### src/rtl/lkv_pkg.sv
// lkv_pkg: shared constants and types for the lru key/value cache
// no dependencies; used by lkv_store, lru_key_value_cache_unit and the bench
package lkv_pkg;

  // default geometry
  localparam int CAPACITY_DEFAULT  = 8;
  localparam int KEY_WIDTH_DEFAULT = 32;

  // fixed port widths
  localparam int KEY_PORT_W = 32;
  localparam int DATA_W     = 32;
  localparam int CFG_W      = 4;

  // capacity register reset value
  localparam logic [CFG_W-1:0] CAPACITY_RESET = 4'd8;

  // operation codes
  localparam logic OP_GET = 1'b0;
  localparam logic OP_PUT = 1'b1;

  // request into the entry store
  typedef struct packed {
    logic              fire;
    logic              is_put;
    logic [DATA_W-1:0] value;
  } lkv_req_t;

  // response from the entry store, valid in the cycle of the request
  typedef struct packed {
    logic              hit;
    logic              evicted;
    logic [DATA_W-1:0] read_value;
  } lkv_resp_t;

endpackage

### src/rtl/lkv_store.sv
// lkv_store: fully associative entry store with parallel tag compare and age ranks
// depends on lkv_pkg
module lkv_store #(
  parameter int CAPACITY = lkv_pkg::CAPACITY_DEFAULT,
  parameter int KEY_W    = lkv_pkg::KEY_WIDTH_DEFAULT,
  parameter int CNT_W    = $clog2(CAPACITY + 1)
) (
  input  logic              clk,
  input  logic              rst,
  input  lkv_pkg::lkv_req_t req,
  input  logic [KEY_W-1:0]  key,
  input  logic [CNT_W-1:0]  cap_eff,
  output lkv_pkg::lkv_resp_t resp
);

  localparam int RANK_W = (CAPACITY > 1) ? $clog2(CAPACITY) : 1;
  localparam int DW     = lkv_pkg::DATA_W;

  logic [KEY_W-1:0]    entry_keys   [CAPACITY];
  logic [DW-1:0]       entry_values [CAPACITY];
  logic [CAPACITY-1:0] entry_valid, entry_valid_next;
  logic [RANK_W-1:0]   entry_rank      [CAPACITY];
  logic [RANK_W-1:0]   entry_rank_next [CAPACITY];
  logic [CNT_W-1:0]    count, count_next;

  logic [CAPACITY-1:0] match, found_oh, free_oh, oldest_oh, slot_oh, top_vec;
  logic [RANK_W-1:0]   found_rank;
  logic [DW-1:0]       found_value;
  logic [RANK_W-1:0]   oldest_rank;
  logic                hit, full, do_insert, do_evict;

  // oldest valid entry carries rank count-1, ranks form a permutation
  assign oldest_rank = RANK_W'(count - CNT_W'(1));

  // tag compare and per-entry flags
  always_comb begin
    for (int i = 0; i < CAPACITY; i++) begin
      match[i]     = entry_valid[i] && (entry_keys[i] == key);
      oldest_oh[i] = entry_valid[i] && (entry_rank[i] == oldest_rank);
      top_vec[i]   = entry_valid[i] && (entry_rank[i] == '0);
    end
  end

  // lowest matching entry and lowest free entry
  assign found_oh = match & (~match + CAPACITY'(1));
  assign free_oh  = ~entry_valid & (entry_valid + CAPACITY'(1));

  // read the matched entry
  always_comb begin
    found_rank  = '0;
    found_value = '0;
    for (int i = 0; i < CAPACITY; i++) begin
      if (found_oh[i]) begin
        found_rank  = found_rank | entry_rank[i];
        found_value = found_value | entry_values[i];
      end
    end
  end

  // replacement decision
  assign hit       = |match;
  assign full      = (count >= cap_eff);
  assign do_insert = req.is_put && !hit;
  assign do_evict  = do_insert && full;
  assign slot_oh   = do_evict ? oldest_oh : free_oh;

  // next valid bits, ranks and fill count
  always_comb begin
    entry_valid_next = entry_valid;
    count_next       = count;
    for (int i = 0; i < CAPACITY; i++) begin
      entry_rank_next[i] = entry_rank[i];
    end
    if (req.fire) begin
      if (hit) begin
        for (int i = 0; i < CAPACITY; i++) begin
          if (found_oh[i]) begin
            entry_rank_next[i] = '0;
          end else if (entry_valid[i] && (entry_rank[i] < found_rank)) begin
            entry_rank_next[i] = entry_rank[i] + RANK_W'(1);
          end
        end
      end else if (req.is_put) begin
        for (int i = 0; i < CAPACITY; i++) begin
          if (slot_oh[i]) begin
            entry_valid_next[i] = 1'b1;
            entry_rank_next[i]  = '0;
          end else if (entry_valid[i]) begin
            entry_rank_next[i] = entry_rank[i] + RANK_W'(1);
          end
        end
        if (!do_evict) begin
          count_next = count + CNT_W'(1);
        end
      end
    end
  end

  // control state
  always_ff @(posedge clk) begin
    if (rst) begin
      entry_valid <= '0;
      count       <= '0;
      for (int i = 0; i < CAPACITY; i++) begin
        entry_rank[i] <= '0;
      end
    end else begin
      entry_valid <= entry_valid_next;
      count       <= count_next;
      for (int i = 0; i < CAPACITY; i++) begin
        entry_rank[i] <= entry_rank_next[i];
      end
    end
  end

  // key and value storage, no reset
  always_ff @(posedge clk) begin
    for (int i = 0; i < CAPACITY; i++) begin
      if (req.fire && ((hit && req.is_put && found_oh[i]) || (do_insert && slot_oh[i]))) begin
        entry_values[i] <= req.value;
      end
      if (req.fire && do_insert && slot_oh[i]) begin
        entry_keys[i] <= key;
      end
    end
  end

  // response for the word in flight
  assign resp.hit        = hit;
  assign resp.evicted    = do_evict;
  assign resp.read_value = (hit && !req.is_put) ? found_value : '0;

  // fill count tracks the valid bits
  a_count_matches: assert property (@(posedge clk) disable iff (rst)
    32'(count) == $countones(entry_valid))
    else $error("fill count differs from number of valid entries");

  // at most one most recent entry
  a_one_recent: assert property (@(posedge clk) disable iff (rst)
    $onehot0(top_vec))
    else $error("more than one entry holds rank zero");

  // a non-empty store has exactly one oldest entry
  a_one_oldest: assert property (@(posedge clk) disable iff (rst)
    (count != '0) |-> $onehot(oldest_oh))
    else $error("oldest entry not unique");

  // eviction only on a put of a new key
  a_evict_cause: assert property (@(posedge clk) disable iff (rst)
    (req.fire && do_evict) |-> (req.is_put && !hit))
    else $error("eviction without a missing put");

  // a put always leaves the store non-empty
  a_put_fills: assert property (@(posedge clk) disable iff (rst)
    (req.fire && req.is_put) |=> (entry_valid != '0))
    else $error("store empty after a put");

endmodule

### src/rtl/lru_key_value_cache_unit.sv
// lru_key_value_cache_unit: fully associative key/value cache, lru replacement
// depends on lkv_pkg and lkv_store
// a word waits in the input register until the result register is free or
// draining; throughput: one word per cycle unless out_ready stalls, set by the
//   combinational tag compare and rank update between the two registers
// reset: all entries invalid, no recent key, capacity register back to 8
module lru_key_value_cache_unit #(
  parameter int CAPACITY  = lkv_pkg::CAPACITY_DEFAULT,
  parameter int KEY_WIDTH = lkv_pkg::KEY_WIDTH_DEFAULT
) (
  input  logic                     clk,
  input  logic                     rst,
  // configuration
  input  logic                     cfg_write_enable,
  input  logic [lkv_pkg::CFG_W-1:0] cfg_write_data,
  // input channel
  input  logic                     in_valid,
  output logic                     in_ready,
  input  logic                     operation,
  input  logic [31:0]              key_tag,
  input  logic signed [31:0]       put_value,
  // result channel
  output logic                     out_valid,
  input  logic                     out_ready,
  output logic                     hit,
  output logic signed [31:0]       read_value,
  output logic                     evicted,
  output logic [31:0]              recent_key,
  output logic                     recent_valid
);

  localparam int PORT_W = lkv_pkg::KEY_PORT_W;
  localparam int KEY_W  = (KEY_WIDTH < PORT_W) ? KEY_WIDTH : PORT_W;
  localparam int CNT_W  = $clog2(CAPACITY + 1);
  localparam int CFG_W  = lkv_pkg::CFG_W;
  localparam int DW     = lkv_pkg::DATA_W;

  logic [CFG_W-1:0]   cap_reg;
  logic [CNT_W-1:0]   cap_eff;

  logic               in_full;
  logic               op_q;
  logic [KEY_W-1:0]   key_q;
  logic [DW-1:0]      value_q;
  logic               advance;

  logic [KEY_W-1:0]   recent_key_state, recent_key_state_next;
  logic               recent_valid_state, recent_valid_state_next;

  lkv_pkg::lkv_req_t  req;
  lkv_pkg::lkv_resp_t resp;

  // capacity register
  always_ff @(posedge clk) begin
    if (rst) begin
      cap_reg <= lkv_pkg::CAPACITY_RESET;
    end else if (cfg_write_enable) begin
      cap_reg <= cfg_write_data;
    end
  end

  // clamp capacity to one..CAPACITY
  always_comb begin
    if (cap_reg == '0) begin
      cap_eff = CNT_W'(1);
    end else if (32'(cap_reg) > 32'(CAPACITY)) begin
      cap_eff = CNT_W'(CAPACITY);
    end else begin
      cap_eff = CNT_W'(cap_reg);
    end
  end

  // handshake: stage advances when the result register is free or draining
  assign advance  = in_full && (!out_valid || out_ready);
  assign in_ready = !in_full || advance;

  // input register
  always_ff @(posedge clk) begin
    if (rst) begin
      in_full <= 1'b0;
    end else if (in_valid && in_ready) begin
      in_full <= 1'b1;
    end else if (advance) begin
      in_full <= 1'b0;
    end
  end

  always_ff @(posedge clk) begin
    if (in_valid && in_ready) begin
      op_q    <= operation;
      key_q   <= key_tag[KEY_W-1:0];
      value_q <= put_value;
    end
  end

  // entry store
  assign req.fire   = advance;
  assign req.is_put = (op_q == lkv_pkg::OP_PUT);
  assign req.value  = value_q;

  lkv_store #(
    .CAPACITY (CAPACITY),
    .KEY_W    (KEY_W),
    .CNT_W    (CNT_W)
  ) u_store (
    .clk     (clk),
    .rst     (rst),
    .req     (req),
    .key     (key_q),
    .cap_eff (cap_eff),
    .resp    (resp)
  );

  // most recent key: the key just touched by a hit or a put
  always_comb begin
    recent_key_state_next   = recent_key_state;
    recent_valid_state_next = recent_valid_state;
    if (resp.hit || req.is_put) begin
      recent_key_state_next   = key_q;
      recent_valid_state_next = 1'b1;
    end
  end

  always_ff @(posedge clk) begin
    if (rst) begin
      recent_key_state   <= '0;
      recent_valid_state <= 1'b0;
    end else if (advance) begin
      recent_key_state   <= recent_key_state_next;
      recent_valid_state <= recent_valid_state_next;
    end
  end

  // result register
  always_ff @(posedge clk) begin
    if (rst) begin
      out_valid <= 1'b0;
    end else if (advance) begin
      out_valid <= 1'b1;
    end else if (out_ready) begin
      out_valid <= 1'b0;
    end
  end

  always_ff @(posedge clk) begin
    if (advance) begin
      hit          <= resp.hit;
      read_value   <= resp.read_value;
      evicted      <= resp.evicted;
      recent_key   <= PORT_W'(recent_key_state_next);
      recent_valid <= recent_valid_state_next;
    end
  end

  // once an entry exists the cache never empties
  a_recent_sticky: assert property (@(posedge clk) disable iff (rst)
    recent_valid_state |=> recent_valid_state)
    else $error("recent entry lost");

  // a put word always reports a recent entry
  a_put_recent: assert property (@(posedge clk) disable iff (rst)
    (advance && req.is_put) |=> (out_valid && recent_valid))
    else $error("put word without recent entry");

  // a put never returns data
  a_put_no_data: assert property (@(posedge clk) disable iff (rst)
    (advance && req.is_put) |=> (read_value == '0))
    else $error("put word returned data");

endmodule

### config.mk
export PLATFORM = sky130hd
export DESIGN_NAME = lru_key_value_cache_unit
export DESIGN_NICKNAME = d
export VERILOG_FILES = /design/src/rtl/lkv_pkg.sv /design/src/rtl/lkv_store.sv /design/src/rtl/lru_key_value_cache_unit.sv
export SDC_FILE = /design/constraint.sdc
export NUM_CORES = 1
export LEC_CHECK = 0
export ABC_AREA = 1
export BUFFER_PORTS_ARGS = -buffer_cell sky130_fd_sc_hd__buf_2
export CAP_MARGIN = 20
export CORE_MARGIN = 2
export CORE_UTILIZATION = 27
export CTS_CLUSTER_DIAMETER = 60
export DETAILED_ROUTE_END_ITERATION = 12
export SLEW_MARGIN = 10
export SYNTH_ARGS = -nofsm -noshare
export SYNTH_HDL_FRONTEND = slang
export SYNTH_SLANG_ARGS = --single-unit
### constraint.sdc
create_clock -name clk -period 4.3 [get_ports clk]
set_input_delay 0.43 -clock clk [delete_from_list [all_inputs] [get_ports clk]]
set_output_delay 0.43 -clock clk [all_outputs]
set_load 0.05 [all_outputs]
[After elaboration in Yosys (flattened, before gate mapping)]
Memory sizes are Yosys's and may differ from the RTL's.
Index checks and enable logic that the tools add are counted.
W data, S select, Z words.
Storage, ports and cells
  bits in registers: 183
  bits in latches: 0
  bits in writable memories: 536
  bits in read-only memories: 0
  word-level logic and storage cells: 285
  memories kept: 3
Memory list
  u_store.entry_keys: depth 8, width 32, rd ports 8, clocked after Yosys merged registers in 0, write ports 8, line lkv_store.sv:19  | logic [KEY_W-1:0] entry_keys [CAPACITY];
  u_store.entry_values: depth 8, width 32, rd ports 8, clocked after Yosys merged registers in 0, write ports 8, line lkv_store.sv:20  | logic [DW-1:0] entry_values [CAPACITY];
  u_store.entry_rank: depth 8, width 3, rd ports 8, clocked after Yosys merged registers in 0, write ports 8, line lkv_store.sv:22  | logic [RANK_W-1:0] entry_rank [CAPACITY];
Cells by class
  $add $sub $neg: 12
  multiply operators: 0
  divide/modulo/power cells: 0
  $lt $le $gt $ge: 10
  eq/ne operators: 16
  shifts and indexed selects: 0
  multiplexer cells: 103
  bitwise gates (word level): 28
  reduce and logical (&&, ||, !) cells: 91
Operators by type and width (number)
  $mux W32: 9
  $eq A32 B32 Y1: 8
  $or A32 B32 Y32: 7
  $mux W3: 48
  $mux W24: 3
  $logic_and A1 B1 Y1: 63
  $mux W1: 40
  $reduce_and A4 Y1: 9
  $add A3 B1 Y3 const B: 8
  $eq A3 B3 Y1: 8
  $lt A3 B3 Y1: 8
  $or A3 B3 Y3: 7
  $add A8 B1 Y8 const B: 2
  $and A8 B8 Y8: 2
  $not A8 Y8: 2
  $logic_or A1 B1 Y1: 11
  $mux W4: 2
  $mux W8: 1
  $or A1 B1 Y1: 8
  $reduce_or A8 Y1: 1
  $add A4 B1 Y4 const B: 1
  $ge A4 B4 Y1: 1
  $gt A4 B4 Y1 const B: 1
  $logic_not A1 Y1: 4
  other kinds (4): 6

[Depth between registers and ports, before layout]
  depth in word-level cells: 27
  depth in mapped cells: 28
  depth with buffers taken out: 26

[By module]
A second synthesis with hierarchy kept.
Unflattened totals
  cells, all modules: 2953
  area, all modules: 31363.8 um^2
By module, submodules not included
  lkv_store: instances 1, cells each 2438, area each 25142.9 um^2, seq. area each 16095.4 um^2
  lru_key_value_cache_unit: instances 1, cells each 515, area each 6221.0 um^2, seq. area each 4744.6 um^2

[Worst setup path after synthesis]
No wires, ideal clock.
  path kind: reg2reg
  from: register key_q[26]
  to: memory u_store.entry_values[1][64] (netlist bit), enable pin
  data arrival time: 4.120 ns
  required time: 3.834 ns
  setup slack: -0.285 ns
  cell stages (with the launch flop): 14
  period minus slack after synthesis: 4.585 ns
  cells stage by stage: edfxtp_1 buf_4 inv_1 nand2_1 nand4_1 nor2_1 nand3_1 nor2_4 nor2_2 nand2_4 nor2_8 buf_6 nand2_1 o21ai_0
RTL lines
  start, declared: line lru_key_value_cache_unit.sv:43  | logic [KEY_W-1:0] key_q;
  start signal, assigned: line lru_key_value_cache_unit.sv:91  | key_q <= key_tag[KEY_W-1:0];
  end, declared: line lkv_store.sv:20

==> qor.csv <==
stage,metric,value,unit
timing,Setup-failing EPs final,0,
die,Die ar.,123600,um^2
synth,Synth warnings,0,
cts,Num CTS Buffers,82,
pwr,switching share of power,0.2396,
run,maxcap violations,0,
layout,final cell count without fillers,5105,
worst_setup_path,Worst Path Buf+Inv,2,
worst_setup_path,required time of the critical path,4.86,ns
worst_setup_path,crit-path max cell delay,0.57,ns
pwr,clock network power share,0.453,
placement,RePlAce Congestion,0.9216,
detailed_routing,Vias/cell,4.672,
worst_setup_path,Reg2Reg Capture Point,u_store.entry_rank[0][13],
detailed_routing,Antenna Violating Nets Remaining,0,
timing,Final Hold Viols,0,
pwr,Int Pwr,0.01228,W
synth,Post-Syn Nets,3237,
cts,clock sinks,719,
placement,Post-Place Setup Slack,0.4450,ns
timing,min cycle time layout,3.925,ns
cts,Clock Latency Late Sink,0.65,ns
synth,xor/xnor cell area share of the yosys netlist,0.02013,
cts,CTS tree,done,
detailed_routing,final wirelength,101400,um
worst_setup_path,crit-path cells,"inv_2, nand2_1, o21ai_0, nor2_1, nand2_1, nor2_1, nand3_1, nor2_1, nor2_2, nand2_4, nor2_8, nand2_1, o22ai_1, a2111oi_1, buf_4, ha_1, a21oi_1, nand2_1, nand2_1, nand2_1, nand2_1, nand2_1, nor2_1",
detailed_routing,DRC viols,0,
worst_setup_path,CP Max Fanout,14,
global_routing,largest net degree at the start of global routing,65,
cts,CTS max path bufs,3,
synth,sequential area share after synthesis,0.6387,
synth,Synth Register Bits,719,
worst_setup_path,Reg2Reg Setup Slack,0.38,ns
worst_setup_path,"most used cell, CP",nand2_1,
synth,Area contributors post-synth,"edfxtp_1 (59%), nand2_1 (10%), dfxtp_1 (4.6%)",
die,die width,351.6,um
timing,Slew headroom,0.4745,
detailed_routing,Iter 0 DRT Violations,1968,
min_path,Worst Hold Class,primary input to flip-flop,
timing,Peak Freq,0.2548,GHz
synth,top_reg_cell synth,edfxtp_1,
worst_setup_path,Crit Reg-Reg Startpoint,key_q[15],
synth,Synth Area in Adders,0.01150,
worst_setup_path,critical path's top delay family,simple AND/OR/NAND/NOR gates,
synth,synthesized cell area,32630,um^2
cts,clock-pin transition on the worst setup and hold timing paths,0.06,ns
layout,area grow syn2layout,20.57,%
pwr,Reg power frac,0.485,
pwr,P_sw,0.003871,W
global_routing,vias in the first global route,22880,
synth,Synth top cells by count,"nand2_1 (868), edfxtp_1 (644), nor2_1 (296), inv_1 (290), nand3_1 (196)",
timing,final setup margin,0.3753,ns
synth,Synth top area share,0.5927,
synth,"EDFF count, synth",644,
pwr,Comb power frac,0.061,
global_routing,Congestion Overflow GR,0,
timing,final setup TNS,0,ns
die,Std-Cell Core Area,120000,um^2
cts,CTS H-tree depth,3,
global_routing,total global-route track usage,0.1614,
layout,Finished Cell Area,39340,um^2
layout,final layout net count,3526,
timing,actual slew at the worst max-slew pin,0.7883,ns
worst_setup_path,kind of critical path,flip-flop to flip-flop,
timing,fin. max-slew vios,0,
global_routing,initial antenna violation count,3,
placement,dpl cells,4887,
worst_setup_path,CP arrival,4.49,ns
synth,post-synthesis cell count,3133,
layout,FF+latch area,20840,um^2
synth,most frequent cell after synthesis,nand2_1,
cts,"Gates resized, CTS repair",0,
pwr,leakage,14.93,nW
layout,layout cell share with drive strength beyond 1,0.1509,
die,Top Ports,143,
synth,Mean Syn Cell Area,10.41,um^2
detailed_routing,routed via count,23850,
layout,filler instances,12090,
pwr,peak supply drop,269.0,uV
die,starting density of the core,0.2720,
worst_setup_path,crit path launch type,flip-flop,
synth,largest family of logic cells by synthesized area,simple AND/OR/NAND/NOR gates,
die,Chip Height,351.6,um
placement,Port Buffer Count,142,
timing,RSZ-0062 raised after global routing,false,
pwr,power per cell area,410.6,nW/um^2
detailed_routing,drt first pass iters,5,
synth,Synth area leader,edfxtp_1,
min_path,min-delay src,key_tag[0],
worst_setup_path,Critical Path Sink Type,flip-flop,
layout,Top Registers,"u_store.entry_keys: 256 flops, u_store.entry_values: 256 flops",
timing,clk_skew,0.03656,ns
synth,ys async rst share,0,
cts,Setup Buffers After CTS,0,
worst_setup_path,CP max stage cell,edfxtp_1,
synth,mux contribution to synthesized area,0,
min_path,WHS Endpoint,key_q[0],
min_path,Worst Hold Path Cells,1,
placement,Placed Area,35850,um^2
placement,post-DP HPWL,70510,um
cts,root buf cell,clkbuf_16,
die,Cell Rows,127,
worst_setup_path,r2r worst-path depth,23,
detailed_routing,Avg WL per Cell,19.86,um
status,status,"finished, final reports clean",
layout,multi-input combinational cell area,10010,um^2
synth,Post-Synth Simple-Gate Area,0.2144,
synth,Compound-Gate Fraction of Synth Area,0.05821,
synth,Synth cell types,52,
global_routing,first-pass GRT wire length,148300,um
timing,fin crit share,0.9127,
==> per-stage QoR <==
stage | util | hold WS, ns | power (W)
floorplan | - | 0.4359 | 0.008525
global placement | 0.2988 | 0.4461 | 0.008928
detailed placement | 0.2988 | 0.4487 | 0.008932
CTS | 0.3276 | 0.006982 | 0.01631
global route | 0.3279 | 0.002312 | 0.01665
finish | 0.3279 | 0.02453 | 0.01615
==> cell usage in the layout (no fill, tap or decap), types with 8 or more instances in the layout <==
cell and instances:
a211oi_2 29, a21oi_1 49, a221oi_1 37, a31oi_1 32, buf_12 19, buf_2 142, buf_4 87, bufinv_16 10
clkbuf_1 10, clkbuf_16 83, clkinv_1 13, clkinv_2 14, clkinvlp_4 10, dfxtp_1 75, dlygate4sd3_1 62, edfxtp_1 644
ha_1 30, inv_1 288, inv_2 34, inv_6 8, nand2_1 868, nand2_2 11, nand3_1 195, nand3_2 9
nand3b_1 10, nand4_1 130, nor2_1 289, nor2_4 12, nor3_1 16, o21ai_0 83, o21ai_1 10, o22ai_1 10
or2_1 11, or2_2 19, xnor2_1 47, xor2_1 28
==> routing by layer <==
layer / track usage / vias to the layer above / part of all wire
li1: - / 11330 / -
met1: 0.2186 / 11550 / 0.44
met2: 0.2646 / 785 / 0.47
met3: 0.02310 / 173 / 0.058
met4: 0.05416 / 6 / 0.029
met5: 0 / - / 0.00043
==> cells by family after synthesis <==
kind of cell,after synthesis
xor gates and xnor gates,75
buffers and inverters,436
and+or+nand+nor,1596
adders and majority gates,30
AOI/OAI and AO/OA,277
DFF,719
==> worst register-to-register path: cells and delay by family, from the launching register on <==
kind | cells | cell delay, ns
AND/OR/NAND/NOR | 16 | 1.87
buffers and inverters | 2 | 0.51
AO/OA/AOI/OAI | 4 | 0.62
adder cells (fa/ha/maj) | 1 | 0.26
flip-flops | 1 | 0.57
==> worst max path at each step <==
stage | startpoint | to | slack, ns | cells past startpoint
3_5_place_dp | key_q[15] | u_store.entry_rank[0][7] | 0.45 | 22
4_1_cts | key_q[15] | u_store.entry_rank[0][10] | 0.43 | 24
3_3_place_gp | key_q[15] | u_store.entry_rank[0][16] | 0.49 | 22
2_1_floorplan | u_store.count[0] | u_store.entry_keys[0][0] | 0.009 | 13
6_report | key_q[15] | u_store.entry_rank[0][13] | 0.38 | 23
5_1_grt | key_q[15] | u_store.entry_rank[0][11] | 0.01 | 25
==> area by class of cell <==
class | count | share of cell area
diodes | 1 | 0.00006361
clock buffers | 95 | 0.05445
clock inverters | 59 | 0.01797
inverters | 331 | 0.03190
multi-input cells | 1978 | 0.2545
flip-flops and latches | 719 | 0.5298
well taps | 1612 | 0.05127
repair buffers | 310 | 0.06011
==> power by group through the flow <==
stage / Combinational [W] / Clock, W / Sequential (W)
floorplan: 0.000446 / 0 / 0.00808
global placement: 0.000942 / 0 / 0.00799
detailed placement: 0.000942 / 0 / 0.00799
CTS: 0.000990 / 0.00747 / 0.00784
global route: 0.00107 / 0.00773 / 0.00785
finish: 0.000992 / 0.00732 / 0.00784
==> repair_timing <==
action,in CTS,in global routing
setup endpoints to repair,0,0
endpoints found under the hold margin,61,1
hold buffers,61,1
Note: power is estimated with default switching activity, not from simulation.
